<file path="config.mk">
export PLATFORM = sky130hd
export DESIGN_NAME = mf3_median9
export DESIGN_NICKNAME = d
export VERILOG_FILES = /design/src/hdl/mf3_pkg.sv /design/src/hdl/mf3_median9.sv
export SDC_FILE = /design/constraint.sdc
export NUM_CORES = 1
export LEC_CHECK = 0
export BUFFER_PORTS_ARGS = -buffer_cell sky130_fd_sc_hd__buf_4
export CAP_MARGIN = 20
export CORE_ASPECT_RATIO = 0.8
export CORE_MARGIN = 2
export CORE_UTILIZATION = 60
export DETAILED_ROUTE_END_ITERATION = 10
export GPL_TIMING_DRIVEN = 0
export PLACE_DENSITY = 0.82
export SLEW_MARGIN = 20
export SYNTH_ARGS = -nofsm -noshare
export SYNTH_HDL_FRONTEND = slang
export SYNTH_SLANG_ARGS = --single-unit
export TNS_END_PERCENT = 5
</file>
<file path="constraint.sdc">
create_clock -name vclk -period 17.98
set_clock_uncertainty 0.2 [all_clocks]
set_input_delay 0.899 -clock vclk [all_inputs]
set_output_delay 0.899 -clock vclk [all_outputs]
set_load 0.03 [all_outputs]
</file>
<file path="src/hdl/mf3_pkg.sv">
// Shared types and constants for the 3x3 median filter.
// Holds the pixel type, configuration register codes and the median sorting network.
// No dependencies.
`timescale 1ns / 1ps

package mf3_pkg;

    localparam int PIX_W = 8;
    typedef logic [PIX_W-1:0] pix_t;

    // Window of nine pixels: columns c-2, c-1, c; top to bottom within each column
    localparam int WIN_N = 9;
    typedef pix_t [WIN_N-1:0] win_t;

    // Configuration register map
    localparam int CFG_ADDR_W = 1;
    localparam int CFG_DATA_W = 12;
    localparam logic [CFG_ADDR_W-1:0] REG_IMAGE_WIDTH  = 1'b0;
    localparam logic [CFG_ADDR_W-1:0] REG_IMAGE_HEIGHT = 1'b1;

    localparam int IMG_W_BITS = 11;
    localparam int IMG_H_BITS = 12;
    localparam logic [IMG_W_BITS-1:0] IMAGE_WIDTH_RST  = 11'd640;
    localparam logic [IMG_H_BITS-1:0] IMAGE_HEIGHT_RST = 12'd480;

    // Smallest window edge: the frame must hold at least a 3x3 neighborhood
    localparam int MIN_EDGE = 3;

    // Median-of-nine compare/exchange network; the median ends at the middle slot
    localparam int NET_LEN = 19;
    localparam int MED_SLOT = WIN_N / 2;
    typedef logic [3:0] slot_t;
    localparam slot_t NET_A [NET_LEN] = '{
        4'd1, 4'd4, 4'd7, 4'd0, 4'd3, 4'd6, 4'd1, 4'd4, 4'd7, 4'd0,
        4'd5, 4'd4, 4'd3, 4'd1, 4'd2, 4'd4, 4'd4, 4'd6, 4'd4
    };
    localparam slot_t NET_B [NET_LEN] = '{
        4'd2, 4'd5, 4'd8, 4'd1, 4'd4, 4'd7, 4'd2, 4'd5, 4'd8, 4'd3,
        4'd8, 4'd7, 4'd6, 4'd4, 4'd5, 4'd7, 4'd2, 4'd4, 4'd2
    };

endpackage

</file>
<file path="src/hdl/mf3_median9.sv">
// Median of nine pixels through a fixed compare/exchange network.
// Purely combinational. Depends on mf3_pkg.
`timescale 1ns / 1ps

module mf3_median9
    import mf3_pkg::*;
(
    input  win_t win,
    output pix_t median
);

    win_t v;

    // Run the network; each pair leaves the smaller value in slot A
    always_comb
    begin
        pix_t a;
        pix_t b;
        v = win;
        for (int i = 0; i < NET_LEN; i++)
        begin
            a = v[NET_A[i]];
            b = v[NET_B[i]];
            if (a > b)
            begin
                v[NET_A[i]] = b;
                v[NET_B[i]] = a;
            end
        end
    end

    assign median = v[MED_SLOT];

endmodule
</file>
# Word-level counts from Yosys, hierarchy flattened
# Index checks and enable logic that the tools add are counted.
# W data, S select, Z words.
# op_classes
order_cmp	19
muxes	21
# ops
cell	count
$gt A8 B8 Y1	19
$mux W16	9
$mux W8	12
# totals
reg_bits	0
output_inout_bits	8

# Logic depth before layout (Yosys ltp)
# depth
ltp_word	18
mapped_depth	100
ltp_nobuf	91

# Least setup slack after synthesis
# No wires, ideal clock.
# synth_path
path_type	input to output
from	in win[71] in the netlist's numbering
to	out median[0]
t_arrival_ns	16.421
required_time_ns	16.881
setup_slack_ns	0.460
path_stages	87
cell_sequence	inv_1 ha_1 nand4_1 nor2_1 nor2_1 nor2_2 clkbuf_1 a21oi_1 ha_1 nand4_1 o21ai_0 o221ai_1 o21a_1 buf_6 clkbuf_1 o21ai_0 inv_1 ha_1 (+51 left out) nand4_1 a211o_1 o41ai_1 a21oi_2 nor2_8 buf_2 o21ai_1 ha_1 o21a_1 o21ai_0 nand2b_1 a21oi_1 o21ai_0 o21a_1 nand2_1 inv_1 o2bb2ai_1 nor4_1
# synth_via
elab_chain_cells	18
# synth_lines
item	line	source
start: declaration	mf3_median9.sv:8	input win_t win,
$gt A8 B8 Y1	mf3_median9.sv:24	if (a > b)
$mux W16 *	mf3_median9.sv:24	
$gt A8 B8 Y1	mf3_median9.sv:24	
$mux W16	mf3_median9.sv:24	
$gt A8 B8 Y1	mf3_median9.sv:24	
$mux W16	mf3_median9.sv:24	
$gt A8 B8 Y1	mf3_median9.sv:24	
$mux W8	mf3_median9.sv:24	
(+2 left out)	n/a	
$gt A8 B8 Y1	mf3_median9.sv:24	
$mux W8	mf3_median9.sv:24	
$gt A8 B8 Y1	mf3_median9.sv:24	
$mux W8	mf3_median9.sv:24	
$gt A8 B8 Y1	mf3_median9.sv:24	
$mux W8	mf3_median9.sv:24	
$gt A8 B8 Y1	mf3_median9.sv:24	
$mux W8 *	mf3_median9.sv:24	
end: declaration	mf3_median9.sv:9	output pix_t median
# Every way passes the cells marked *; elsewhere a longest branch is shown, timed or not.

# Worst setup path after layout
# layout_path
from	in win[41] in the netlist's numbering
to	out median[5]
# Same word-level chain as after synthesis.

==> metrics.yaml <==
status:
  status: "finished clean"
layout:
  nets: 1379
  utilization: 0.756
  area_growth_pct: 24.5
  n_antenna_cell: 0
  drive_gt1_frac: 0.244
  final_cell_mix: "144 x ha_1, 136 x buf_4, 95 x a21oi_1"
  clkbuf_count: 0
  final_common_cell: "ha_1"
  seq_cells: 0
  ff_latch_area_um2: 0
timing:
  fin_hold_ws_ns: 2.41
  finalMaxSlewViolations: 0
  hold_violations: 0
  fin_crit_sh: 0.979
  worst_pin_slew_ns: 0.820
  fmax_mhz: 56.8
  fin_setup_tns_ns: 0
  setup_viol_count_final: 0
  post-route-min-period_ns: 17.60
  slew_headroom: 0.447
detailed_routing:
  met3WireLength_mm: 2.16
  avgViaCountPerCell: 6.31
  avgRoutedWirePerCell_um: 16.9
  finalWirelength_mm: 22.1
  drc: 0
  ant_nets: 0
  drtPass1Iterations: 5
  drt_iter0_drc: 790
  wl_met1_mm: 9.60
  dr_wl_met2_mm: 9.70
  routed.top_layer: "met4"
  via_count: 8238
global_route:
  grt_first_pass_wirelength_mm: 32.3
  grt_pass1_vias: 7037
  antenna_found_initial: 0
  grt_overflow: 0
  grtUsageTotal: 0.316
  grt_start_max_net_pins: 11
setup_path:
  end_kind: "output pin"
  path_max_fanout: 10
  crit_required_ns: 16.88
  start_kind: "primary input"
  max_stage_delay_ns: 0.53
  critPathSlowestCell: "or4_4"
  cp.arrival_ns: 16.50
  crit_type: "primary input to output pin"
floorplan:
  die_y_um: 100
  core-area_um2: 11400
  rows: 35
  num_io_pins: 80
  die_x_um: 124
  start_util: 0.607
  die_area_um2: 12400
yosys:
  yosys_warnings: 0
  avgSynthCellArea_um2: 6.74
  synth.yosys.seq_area_share: 0
  synth_cells: 1026
  syn_area_um2: 6910
  syn_nets: 1245
  yosysUniqueCellTypes: 67
worst_hold_path:
  hold_class: "primary input to output pin"
place:
  dpl.hpwl_mm: 16.8
  io_buffer_count: 80
  place.gp.congestion: 0.987
clock_network:
  cts_hold_buf: 0
job:
  maxCapViolations: 0
## worst paths after layout
kind  startpoint        end  cells past startpoint
max      win[41]  median[5]                     94
min      win[50]  median[2]                      6
## cell families after synthesis
| group | after synthesis | synth area share |
|---|---|---|
| simple gates | 329 | 0.228 |
| fa+ha+maj | 147 | 0.266 |
| mux | 81 | 0.123 |
| buf+inv | 124 | 0.0708 |
| compound gates | 343 | 0.310 |
| xor+xnor | 2 | 0.00253 |
## Yosys cell counts, drive strengths merged, types with 3 or more instances
cell    instances  area, um2
a211oi          9       77.6
a21o           31        233
a21oi         119        603
a221oi          5       67.6
a31oi           5       31.3
and2            5       33.8
and3           12       75.1
and4            3       26.3
buf             9       57.6
clkbuf         27        101
ha            147       1840
inv            88        330
mux2           28        323
mux2i          53        531
nand2          95        357
nand2b         17        106
nand3          33        170
nand4          14       87.6
nor2           97        393
nor2b          15       96.3
nor3           13       65.1
nor3b           3       22.5
nor4            3       18.8
o211a           3       30.0
o211ai          3       46.3
o21a           33        248
o21ai         105        529
o21bai          5       37.5
o22a            3       26.3
o22ai           3       18.8
or2             7       43.8
or3            10       62.6
## per-layer routing
| layer | global-route usage | vias to the layer above |
|---|---|---|
| met3 | 0.0449 | 75 |
| met5 | 0 | - |
| met4 | 0.0588 | 0 |
| li1 | - | 4018 |
| met2 | 0.511 | 421 |
| met1 | 0.448 | 3724 |
## stage by stage
step	cells	instance area (um2)	worst slack, ns
6_report	1306	8610	0.377
5_1_grt	1306	8610	-0.453
4_1_cts	1264	7920	0.00748
3_5_place_dp	1254	7700	-1.95
3_3_place_gp	1254	7700	-1.69
2_1_floorplan	1026	6910	0.460
## worst max-delay path, delay by kind of cell
kind                       cells  cell delay (ns)
muxes                          1             0.25
and+or+nand+nor               31             5.20
buffers and inverters         15             2.08
adders and majority gates      9             2.58
AOI/OAI and AO/OA             38             5.43
## layout make-up
| type | instances | area [um2] |
|---|---|---|
| timing repair buffer | 133 | 1000 |
| fill | 935 | 2780 |
| inverter | 88 | 330 |
| buffer | 35 | 243 |
| tap | 148 | 185 |
| multi-input combinational | 902 | 6850 |
## what timing repair did
item / 4_1_cts / 5_1_grt
cloned: 0 / 0
buffers inserted: 11 / 42
hold endpoints to repair: 0 / 0
pin swaps: 3 / 33
setup endpoints to repair: 8 / 8
gates resized for setup: 52 / 120
Power is left out: the tool's default activity adds up to more than one toggle a clock period on the data nets, which glitch-free logic cannot reach.
